### src/design/iba_pkg.sv
// ----------------------------------------------------------------------------
// iba_pkg: shared types and constants of the identifier bitmap allocator
// Operation and status codes, and the default identifier count.
// ----------------------------------------------------------------------------
package iba_pkg;

   localparam int IdCountDefault = 1024;
   localparam int WordBits       = 64;
   localparam int BitIdxW        = 6;
   localparam int FreeIdW        = 16;
   localparam int GivenIdW       = 10;

   typedef enum logic {
      FUNC_ALLOC = 1'b0,
      FUNC_FREE  = 1'b1
   } func_type;

   typedef enum logic [1:0] {
      ST_DONE      = 2'd0,
      ST_NONE_FREE = 2'd1,
      ST_RANGE     = 2'd2
   } status_type;

endpackage

### src/design/iba_req_if.sv
// ----------------------------------------------------------------------------
// iba_req_if: request channel of the identifier bitmap allocator
// Valid/ready handshake carrying the operation and the identifier to free.
// ----------------------------------------------------------------------------
interface iba_req_if;
   logic                           valid;
   logic                           ready;
   iba_pkg::func_type              func;
   logic [iba_pkg::FreeIdW-1:0]    free_id;

   modport source (output valid, output func, output free_id, input ready);
   modport sink   (input valid, input func, input free_id, output ready);
endinterface

### src/design/iba_rsp_if.sv
// ----------------------------------------------------------------------------
// iba_rsp_if: response channel of the identifier bitmap allocator
// Valid/ready handshake carrying the granted identifier and the status.
// ----------------------------------------------------------------------------
interface iba_rsp_if;
   logic                           valid;
   logic                           ready;
   logic [iba_pkg::GivenIdW-1:0]   given_id;
   iba_pkg::status_type            status;

   modport source (output valid, output given_id, output status, input ready);
   modport sink   (input valid, input given_id, input status, output ready);
endinterface

### src/design/iba_mark_ram.sv
// ----------------------------------------------------------------------------
// iba_mark_ram: free-mark word memory
// One write port and one read port with registered read data.
// ----------------------------------------------------------------------------
module iba_mark_ram #(
   parameter int DEPTH = 16,
   parameter int AW    = 4,
   parameter int DW    = 64
) (
   input  logic          clock,
   input  logic          wr_en,
   input  logic [AW-1:0] wr_addr,
   input  logic [DW-1:0] wr_data,
   input  logic [AW-1:0] rd_addr,
   output logic [DW-1:0] rd_data
);

   logic [DW-1:0] mem [DEPTH];
   logic [DW-1:0] rd_data_ff;

   // write one word
   always_ff @(posedge clock) begin
      if (wr_en) begin
         mem[wr_addr] <= wr_data;
      end
   end

   // read one word, registered
   always_ff @(posedge clock) begin
      rd_data_ff <= mem[rd_addr];
   end

   assign rd_data = rd_data_ff;

endmodule

### src/design/id_bitmap_allocator.sv
// ----------------------------------------------------------------------------
// id_bitmap_allocator: lowest-free identifier allocator over a mark bitmap
// Hands out and takes back identifiers, one free mark per identifier.
// ----------------------------------------------------------------------------
// One request is worked on at a time. An allocate request scans the mark
// words one per cycle through the single read port of the mark memory and a
// 64-bit find-first-set; the granted mark is written back in the cycle it
// is found. A free request reads the word, then modifies and writes it.
// A free request out of range has its response loaded into the output
// register in the cycle it is taken. After reset a clearing pass marks
// every identifier free; no request is taken during it, configuration
// writes are. The response is held in an output register, and a new
// request is taken once that register is empty or being drained.
// ----------------------------------------------------------------------------
module id_bitmap_allocator #(
   parameter int ID_COUNT = iba_pkg::IdCountDefault
) (
   input  logic       clock,
   input  logic       reset,
   input  logic       csr_we,
   input  logic       csr_wdata,
   iba_req_if.sink    req_ch,
   iba_rsp_if.source  rsp_ch
);
   import iba_pkg::*;

   localparam int WORD_COUNT = (ID_COUNT + WordBits - 1) / WordBits;
   localparam int AW         = (WORD_COUNT > 1) ? $clog2(WORD_COUNT) : 1;
   localparam int LAST_REM   = ID_COUNT % WordBits;
   localparam logic [WordBits-1:0] LAST_MASK =
      (LAST_REM == 0) ? {WordBits{1'b1}} : ((64'd1 << LAST_REM) - 64'd1);
   localparam logic [AW-1:0] LAST_WORD = AW'(WORD_COUNT - 1);

   typedef enum logic [2:0] {
      S_CLEAR,
      S_IDLE,
      S_ALLOC,
      S_FREE_RD,
      S_FREE_WR
   } state_type;

   state_type                state_ff, state_in;
   logic [AW-1:0]            addr_ff, addr_in;
   logic [AW-1:0]            chk_ff, chk_in;
   logic                     pend_ff, pend_in;
   logic [BitIdxW-1:0]       bit_ff, bit_in;
   logic                     rzero_ff, rzero_in;
   logic                     rsp_valid_ff, rsp_valid_in;
   logic [GivenIdW-1:0]      rsp_id_ff, rsp_id_in;
   status_type               rsp_status_ff, rsp_status_in;

   logic                     ram_we;
   logic [AW-1:0]            ram_waddr;
   logic [WordBits-1:0]      ram_wdata;
   logic [AW-1:0]            ram_raddr;
   logic [WordBits-1:0]      ram_rdata;

   logic                     req_take;
   logic                     out_free;
   logic                     in_range;
   logic [WordBits-1:0]      avail;
   logic                     ffs_hit;
   logic [BitIdxW-1:0]       ffs_bit;
   logic [AW+BitIdxW-1:0]    id_found;
   logic [31:0]              id_wide;

   iba_mark_ram #(
      .DEPTH (WORD_COUNT),
      .AW    (AW),
      .DW    (WordBits)
   ) u_ram (
      .clock   (clock),
      .wr_en   (ram_we),
      .wr_addr (ram_waddr),
      .wr_data (ram_wdata),
      .rd_addr (ram_raddr),
      .rd_data (ram_rdata)
   );

   // handshake
   assign out_free      = !rsp_valid_ff || rsp_ch.ready;
   assign req_ch.ready  = (state_ff == S_IDLE) && out_free;
   assign req_take      = req_ch.valid && req_ch.ready;
   assign in_range      = {1'b0, req_ch.free_id} < 17'(ID_COUNT);

   // mask out identifier zero when it is reserved
   always_comb begin
      avail = ram_rdata;
      if (chk_ff == '0 && rzero_ff) begin
         avail[0] = 1'b0;
      end
   end

   // find the lowest set mark
   always_comb begin
      ffs_bit = '0;
      for (int i = WordBits - 1; i >= 0; i--) begin
         if (avail[i]) begin
            ffs_bit = BitIdxW'(i);
         end
      end
      ffs_hit = |avail;
   end

   assign id_found = {chk_ff, ffs_bit};
   assign id_wide  = 32'(id_found);

   // sequencer and memory port control
   always_comb begin
      state_in      = state_ff;
      addr_in       = addr_ff;
      chk_in        = chk_ff;
      pend_in       = pend_ff;
      bit_in        = bit_ff;
      rzero_in      = csr_we ? csr_wdata : rzero_ff;
      rsp_valid_in  = rsp_valid_ff && !rsp_ch.ready;
      rsp_id_in     = rsp_id_ff;
      rsp_status_in = rsp_status_ff;
      ram_we        = 1'b0;
      ram_waddr     = addr_ff;
      ram_wdata     = '0;
      ram_raddr     = addr_ff;

      case (state_ff)
         S_CLEAR: begin
            ram_we    = 1'b1;
            ram_wdata = (addr_ff == LAST_WORD) ? LAST_MASK : {WordBits{1'b1}};
            addr_in   = addr_ff + AW'(1);
            if (addr_ff == LAST_WORD) begin
               state_in = S_IDLE;
            end
         end
         S_IDLE: begin
            if (req_take) begin
               if (req_ch.func == FUNC_ALLOC) begin
                  addr_in  = '0;
                  pend_in  = 1'b0;
                  state_in = S_ALLOC;
               end else if (in_range) begin
                  addr_in  = req_ch.free_id[AW+BitIdxW-1:BitIdxW];
                  bit_in   = req_ch.free_id[BitIdxW-1:0];
                  state_in = S_FREE_RD;
               end else begin
                  rsp_valid_in  = 1'b1;
                  rsp_id_in     = '0;
                  rsp_status_in = ST_RANGE;
               end
            end
         end
         S_ALLOC: begin
            // issue the next word read while checking the previous one
            addr_in = addr_ff + AW'(1);
            chk_in  = addr_ff;
            pend_in = 1'b1;
            if (pend_ff) begin
               if (ffs_hit) begin
                  ram_we        = 1'b1;
                  ram_waddr     = chk_ff;
                  ram_wdata     = ram_rdata & ~(64'd1 << ffs_bit);
                  rsp_valid_in  = 1'b1;
                  rsp_id_in     = id_wide[GivenIdW-1:0];
                  rsp_status_in = ST_DONE;
                  state_in      = S_IDLE;
               end else if (chk_ff == LAST_WORD) begin
                  rsp_valid_in  = 1'b1;
                  rsp_id_in     = '0;
                  rsp_status_in = ST_NONE_FREE;
                  state_in      = S_IDLE;
               end
            end
         end
         S_FREE_RD: begin
            state_in = S_FREE_WR;
         end
         S_FREE_WR: begin
            ram_we        = 1'b1;
            ram_wdata     = ram_rdata | (64'd1 << bit_ff);
            rsp_valid_in  = 1'b1;
            rsp_id_in     = '0;
            rsp_status_in = ST_DONE;
            state_in      = S_IDLE;
         end
         default: begin
            state_in = S_IDLE;
         end
      endcase
   end

   // hold state and registered outputs
   always_ff @(posedge clock) begin
      if (reset) begin
         state_ff     <= S_CLEAR;
         addr_ff      <= '0;
         pend_ff      <= 1'b0;
         rzero_ff     <= 1'b0;
         rsp_valid_ff <= 1'b0;
      end else begin
         state_ff     <= state_in;
         addr_ff      <= addr_in;
         pend_ff      <= pend_in;
         rzero_ff     <= rzero_in;
         rsp_valid_ff <= rsp_valid_in;
      end
      chk_ff        <= chk_in;
      bit_ff        <= bit_in;
      rsp_id_ff     <= rsp_id_in;
      rsp_status_ff <= rsp_status_in;
   end

   assign rsp_ch.valid    = rsp_valid_ff;
   assign rsp_ch.given_id = rsp_id_ff;
   assign rsp_ch.status   = rsp_status_ff;

endmodule
### src/flat_wrapper.sv
// flat-port wrapper written by rule: the top's interface ports become plain ports
module id_bitmap_allocator_flat import iba_pkg::*;
#(
   parameter int ID_COUNT = iba_pkg::IdCountDefault
)
  (clock, reset, csr_we, csr_wdata, req_ch_valid, req_ch_func, req_ch_free_id, req_ch_ready, rsp_ch_valid, rsp_ch_given_id, rsp_ch_status, rsp_ch_ready);
  iba_req_if req_ch_i ();
  iba_rsp_if rsp_ch_i ();
  input  logic clock;
  input  logic reset;
  input  logic csr_we;
  input  logic csr_wdata;
  input wire logic [$bits(req_ch_i.valid)-1:0] req_ch_valid;
  input wire logic [$bits(req_ch_i.func)-1:0] req_ch_func;
  input wire logic [$bits(req_ch_i.free_id)-1:0] req_ch_free_id;
  output wire logic [$bits(req_ch_i.ready)-1:0] req_ch_ready;
  output wire logic [$bits(rsp_ch_i.valid)-1:0] rsp_ch_valid;
  output wire logic [$bits(rsp_ch_i.given_id)-1:0] rsp_ch_given_id;
  output wire logic [$bits(rsp_ch_i.status)-1:0] rsp_ch_status;
  input wire logic [$bits(rsp_ch_i.ready)-1:0] rsp_ch_ready;
  assign req_ch_i.valid = req_ch_valid;
  assign req_ch_i.func = req_ch_func;
  assign req_ch_i.free_id = req_ch_free_id;
  assign req_ch_ready = req_ch_i.ready;
  assign rsp_ch_valid = rsp_ch_i.valid;
  assign rsp_ch_given_id = rsp_ch_i.given_id;
  assign rsp_ch_status = rsp_ch_i.status;
  assign rsp_ch_i.ready = rsp_ch_ready;
  id_bitmap_allocator #(.ID_COUNT(ID_COUNT)) u_core (.clock(clock), .reset(reset), .csr_we(csr_we), .csr_wdata(csr_wdata), .req_ch(req_ch_i), .rsp_ch(rsp_ch_i));
endmodule
### config.mk
export PLATFORM = sky130hd
export DESIGN_NAME = id_bitmap_allocator_flat
export DESIGN_NICKNAME = d
export VERILOG_FILES = /design/src/design/iba_pkg.sv /design/src/design/iba_req_if.sv /design/src/design/iba_rsp_if.sv /design/src/design/iba_mark_ram.sv /design/src/design/id_bitmap_allocator.sv /design/src/flat_wrapper.sv
export SDC_FILE = /design/constraint.sdc
export NUM_CORES = 1
export LEC_CHECK = 0
export BUFFER_PORTS_ARGS = -buffer_cell sky130_fd_sc_hd__clkbuf_2
export CAP_MARGIN = 0
export CORE_MARGIN = 2
export CORE_UTILIZATION = 55
export CTS_BUF_LIST = sky130_fd_sc_hd__clkbuf_8
export DETAILED_ROUTE_END_ITERATION = 16
export HOLD_SLACK_MARGIN = 0.15
export PLACE_DENSITY = 0.68
export REMOVE_ABC_BUFFERS = 1
export SETUP_SLACK_MARGIN = 0.3
export SLEW_MARGIN = 20
export SYNTH_ARGS = -nofsm -noshare
export SYNTH_HDL_FRONTEND = slang
export SYNTH_SLANG_ARGS = --single-unit
### constraint.sdc
create_clock -name clock -period 7.1 [get_ports clock]
set_input_delay 0.71 -clock clock [delete_from_list [all_inputs] [get_ports clock]]
set_output_delay 0.71 -clock clock [all_outputs]
set_load 0.05 [all_outputs]
==> results of run 1 <==
[sequential cells by signal, indices dropped and copies added, names as in the netlist]
signal and count:
u_core.pend_ff 1, u_core.chk_ff 4, u_core.rsp_ch.status 2, u_core.state_ff 3, u_core.bit_ff 6, u_core.rsp_ch.valid 1
u_core.rzero_ff 1, u_core.addr_ff 4, u_core.u_ram.mem 1024, u_core.rsp_ch.given_id 10, u_core.u_ram.rd_data 64
[metal layers]
layer  routed length, µm  GRT usage  vias to the layer above  part of all wire
met1               44100      0.383                    12071              0.41
met4                2820     0.0883                        2             0.026
li1                    -          -                     9441                 -
met5                  13          0                        -           0.00012
met3                7730     0.0462                      199             0.073
met2               51900      0.416                     1031              0.49
[cells by family after synthesis]
family,Yosys count,share of synthesized area
DFF,1120,0.744
and+or+nand+nor,371,0.0447
muxes,321,0.163
AOI/OAI and AO/OA,205,0.0349
buffers and inverters,138,0.0121
xor gates and xnor gates,1,0.000198
adders and majority gates,1,0.000283
[per-stage QoR]
stage / setup TNS, ns / hold slack [ns] / setup WS [ns] / power, µW
floorplan: -6875.94 / 0.448 / -7.60 / 15500
global placement: 0 / 0.480 / 2.53 / 16700
detailed placement: 0 / 0.478 / 2.43 / 16900
CTS: 0 / 0.160 / 2.41 / 22000
global route: 0 / 0.196 / 2.16 / 22700
finish: 0 / 0.235 / 2.36 / 21900
[power by group]
part	switching, µW	leakage [µW]	total [µW]	internal [µW]
Clock	2490	0.00183	5040	2550
Combinational	4190	0.00326	6420	2230
Sequential	633	0.00994	10400	9780
[layout by cell type (no fill, tap or decap), types with 16 or more instances in the layout]
cell      instances
o21ai_0          40
buf_12           16
a31oi_1          16
nor3_1           20
nor2_1           53
buf_4            31
clkbuf_8        178
clkinv_2         26
nand3b_1         23
clkbuf_2         36
nor2_4           17
inv_1            61
nand2_1          81
a32o_1           45
nor2b_1          29
mux4_2          320
nand3_1          60
dfxtp_1          69
nor4_1           16
a21oi_1          31
clkinv_1         56
edfxtp_1       1046
[layout make-up]
class                      instances  area (µm²)
sequential                      1120       32900
multi-input combinational        899       10900
fill                            5486       29800
timing repair buffer              94         897
antenna                            2        5.00
clock inverter                   144         823
inverter                          21        78.8
clock buffer                     178        2450
tap                             1050        1310
[how the worst min path moves through the flow]
stage,cells after the start,slack [ns],endpoint,startpoint
floorplan,2,0.45,u_core.pend_ff,u_core.pend_ff
global placement,2,0.48,u_core.pend_ff,u_core.pend_ff
detailed placement,2,0.48,u_core.rzero_ff,u_core.rzero_ff
CTS,3,0.16,u_core.rzero_ff,csr_wdata
global route,3,0.20,u_core.rzero_ff,csr_wdata
finish,3,0.24,u_core.rsp_ch.valid,req_ch_valid
[critical path, delay by kind of cell, from the launching register on]
| kind | cells | cell delay [ns] |
|---|---|---|
| compound gates | 2 | 1.04 |
| buf+inv | 2 | 0.72 |
| flops | 1 | 0.35 |
| simple gates | 4 | 2.10 |
[timing repair]
action / CTS / global route
gates resized for setup: 0 / 0
endpoints found under the hold margin: 7 / 0
hold buffers: 7 / 0
setup buffers: 0 / 0
==> impl_metrics.ini, run 1 <==
[die]
ios = 37
die_x_um = 287
die_h_um = 287
std_cell_rows = 103
initial_core_util = 0.558
fp.coreArea_mm2 = 0.0793
die_area_mm2 = 0.0826

[synth]
syn_inst = 2157
synth_cell_type_count = 70
syn_area_mm2 = 0.0442
synth_ff_type = edfxtp_1
yosysWarnings = 0
yosysTopAreaCell = edfxtp_1
synth.area.top_cells = edfxtp_1 (71%), mux4_2 (16%), dfxtp_1 (3.4%), a32o_1 (1.0%), clkbuf_1 (0.78%)
ys_seq_elements = 1120
synth_top_area_frac = 0.711
synth-async-reset-ratio = 0
syn_avg_cell_area_um2 = 20.5
seq_area_frac_synth = 0.744
synth.most_common_cell = edfxtp_1
synth-edff-count = 1046
synth_commonest_cells = edfxtp_1 (1046), mux4_2 (320), clkbuf_1 (92), nand2_1 (81), dfxtp_1 (74)

[layout]
final_cell_area_mm2 = 0.0494
final_cells = 3508
fin_util = 0.623
drive_above_1_share = 0.285
area_growth_pct = 11.8
num-nets-final = 2332

[detailed_routing]
postRouteAntennaNets = 0
drtIter0Drc = 2641
drc_errors = 0
routedWlPerCell_um = 30.4
drt-pass1-iter-count = 8
vias = 22744
viasPerCell = 6.48
routed_wl_mm = 107

[setup_path]
crit_path_start = u_core.u_ram.rd_data[44]
path_max_fanout = 68
worstSetupEndpointType = register
arrival_ns = 5.18
r2r.worst_path.cells = 8
path_class = reg -> reg
path_cells = nor4_1, nand4bb_1, nor3_1, a211oi_4, buf_4, a31oi_1, nor2_4, buf_12
start_kind = register
r2r_end = u_core.u_ram.mem[3][27]
slowest_stage = nor4_1
regToRegSetupSlack_ns = 2.36
r2r_start = u_core.u_ram.rd_data[44]
crit_required_ns = 7.55
cp_slowest_stage_delay_ns = 0.86
endpoint = u_core.u_ram.mem[3][27]

[clocking]
clock_sinks = 1120
cts_buffer_depth = 3
worstSkewPairLatency_ns = 0.81
ctsHtreeMaxLevel = 4
cts_tree = built
numCtsBuffers = 172
clk_pin_slew_ns = 0.06
clk_root_buffer_cell = clkbuf_8

[worst_hold_path]
min_path_type = in -> reg

[global_routing]
antenna_found_initial = 5
grt_pass1_vias = 23156
grt_pass1_wl_mm = 157
grt_use_total = 0.265
grt-ovfl-total = 0
grt_start_max_net_pins = 138

[sta]
period_minus_slack_ns = 4.74
hold_viol = 0
finalCritPeriodShare = 0.667
maxSlewHeadroom = 0.234
skew_ns = 0.0349
slew_violations = 0
setup_violations = 0
tightest_slew_ns = 1.15
timing.fmax_ghz = 0.211
grt_setup_unrepaired = false

[place]
dp_cells = 3174
port-buffer-count = 36
dp_hpwl_mm = 63.3
placed_area_mm2 = 0.0460
globalplace.congestion = 0.940

[power_and_ir_drop]
powerDensity_mw_per_mm2 = 443
cellLeakagePower_uw = 0.0150
peakVddDrop_v = 0.000266

[flow_run]
maxCapViolations = 0

[outcome]
status = finished clean
Note: power is estimated with default switching activity, not from simulation.
==> inputs of run 2 (changes only) <==
Settings changed: PLACE_DENSITY 0.68 to 0.71.
Clock period 7.1 ns to 3.9 ns, I/O delays scaled along.
==> impl_metrics.ini, run 2 (synthesis gave the netlist of run 1 again) <==
[outcome]
status = finished clean

[setup_path]
worstSetupEndpointType = register
arrival_ns = 4.16
path_max_fanout = 19
crit_required_ns = 4.55
r2r.worst_path.cells = 10
regToRegSetupSlack_ns = 0.40
r2r_end = u_core.u_ram.mem[6][16]
start_kind = register
path_class = reg -> reg
r2r_start = u_core.u_ram.rd_data[24]

[place]
dp_slack_ns = 0.430
placed_area_mm2 = 0.0466
globalplace.congestion = 0.971
port-buffer-count = 36
dp_hpwl_mm = 61.2

[die]
die_h_um = 287
die_area_mm2 = 0.0826
std_cell_rows = 103
ios = 37
initial_core_util = 0.558
fp.coreArea_mm2 = 0.0793
die_x_um = 287

[sta]
maxSlewHeadroom = 0.279
timing.fmax_ghz = 0.285
finalWorstSetupSlack_ns = 0.395
hold_viol = 0
tightest_slew_ns = 1.08
skew_ns = 0.0509
tns_ns = 0
finalCritPeriodShare = 0.899
period_minus_slack_ns = 3.50
grt_setup_unrepaired = false
slew_violations = 0
setup_violations = 0

[layout]
final_cell_mix = edfxtp_1 (1046), mux4_2 (320), clkbuf_8 (186)
area_growth_pct = 13.6
num-nets-final = 2404
final_cell_area_mm2 = 0.0502
largest-register = u_core.u_ram.mem
final_common_cell = edfxtp_1
drive_above_1_share = 0.293
fill_cells = 5268
register_area_mm2 = 0.0329
largest_reg_flops = 1024
multi_input_comb_area_mm2 = 0.0109

[power_and_ir_drop]
power_uw = 40200
powerDensity_mw_per_mm2 = 801
cellLeakagePower_uw = 0.0155
peakVddDrop_v = 0.000492

[global_routing]
grt_pass1_wl_mm = 159
grt_pass1_vias = 23690
grt_start_max_net_pins = 74
grt_use_total = 0.266
grt-ovfl-total = 0
antenna_found_initial = 4

[worst_hold_path]
min_path_type = in -> reg
min_from = rsp_ch_ready
hold_path_end = u_core.state_ff[0]
min_path_cells = 6

[detailed_routing]
drt-pass1-iter-count = 6
drtIter0Drc = 3115
routedWlPerCell_um = 30.1
routed_wl_mm = 108
postRouteAntennaNets = 0
viasPerCell = 6.53
drc_errors = 0
vias = 23348

[clocking]
clk_root_buffer_cell = clkbuf_8
cts_buffer_depth = 3
ctsHtreeMaxLevel = 4
cts_tree = built
clk_pin_slew_ns = 0.06
clock_sinks = 1120
numCtsBuffers = 173
worstSkewPairLatency_ns = 0.83

[flow_run]
maxCapViolations = 0
-- run 2: cell count changes in the layout (fill, tap and decap cells not counted), sizes merged --
| cell | previous run | this run |
|---|---|---|
| buf | 51 | 107 |
| bufinv | 5 | 6 |
| clkbuf | 214 | 222 |
| clkinv | 86 | 46 |
| clkinvlp | 3 | 2 |
| diode | 2 | 1 |
| dlygate4sd3 | 7 | 22 |
| inv | 71 | 98 |
-- run 2: where the power goes --
part	switching [µW]	internal (µW)	total [µW]
clock network	4480	4830	9310
registers	1170	17800	18900
logic	7510	4470	12000
total	13200	27100	40200
-- run 2: how the worst max path moves through the flow --
stage	from	to	slack, ns	cells after the start
after floorplan	u_core.addr_ff[0]	u_core.u_ram.mem[13][0]	-10.80	2
after global placement	u_core.u_ram.rd_data[32]	u_core.u_ram.mem[6][35]	0.38	10
after detailed placement	u_core.u_ram.rd_data[32]	u_core.u_ram.mem[6][35]	0.43	9
after CTS	u_core.u_ram.rd_data[32]	u_core.u_ram.mem[6][10]	0.40	9
after global routing	u_core.u_ram.rd_data[32]	u_core.u_ram.mem[4][44]	0.31	10
final	u_core.u_ram.rd_data[24]	u_core.u_ram.mem[6][16]	0.40	10
-- run 2: per-layer routing --
| metal | up-vias | GRT usage | part of all wire |
|---|---|---|---|
| met5 | - | 0 | 0.00012 |
| met4 | 2 | 0.0900 | 0.028 |
| met3 | 194 | 0.0450 | 0.084 |
| met2 | 1307 | 0.419 | 0.49 |
| met1 | 12264 | 0.385 | 0.40 |
| li1 | 9581 | - | - |
-- run 2: worst max-delay path: stages, from the launching register on --
cell and delay, ns:
dfxtp_1 0.38, or4_1 0.53, nor3_1 0.28, nand4_1 0.14, o2111ai_1 0.36, a21o_1 0.22, buf_4 0.27, o21ai_0 0.26
buf_4 0.21, a21oi_1 0.39, buf_4 0.30
-- run 2: metrics by stage --
stage / hold WS, ns / utilization / instances
floorplan: 0.448 / - / 2040
global placement: 0.484 / 0.588 / 3231
detailed placement: 0.500 / 0.588 / 3231
CTS: 0.269 / 0.633 / 3570
global route: 0.350 / 0.634 / 3573
finish: 0.353 / 0.634 / 3573
-- run 2: cell type report --
cell class                      instances  share of cell area
Clock inverter                        131              0.0152
Antenna cell                            1           0.0000498
Inverter                               21             0.00157
Sequential cell                      1120               0.655
Timing Repair Buffer                  165              0.0331
Tap cell                             1050              0.0262
Multi-Input combinational cell        899               0.218
Clock buffer                          186              0.0510
-- run 2: what timing repair did --
item | in CTS | in global routing
endpoints found under the setup margin | 0 | 225
endpoints found under the hold margin | 16 | 0
hold buffers | 22 | 0
setup buffers | 0 | 2
resized for setup | 0 | 4
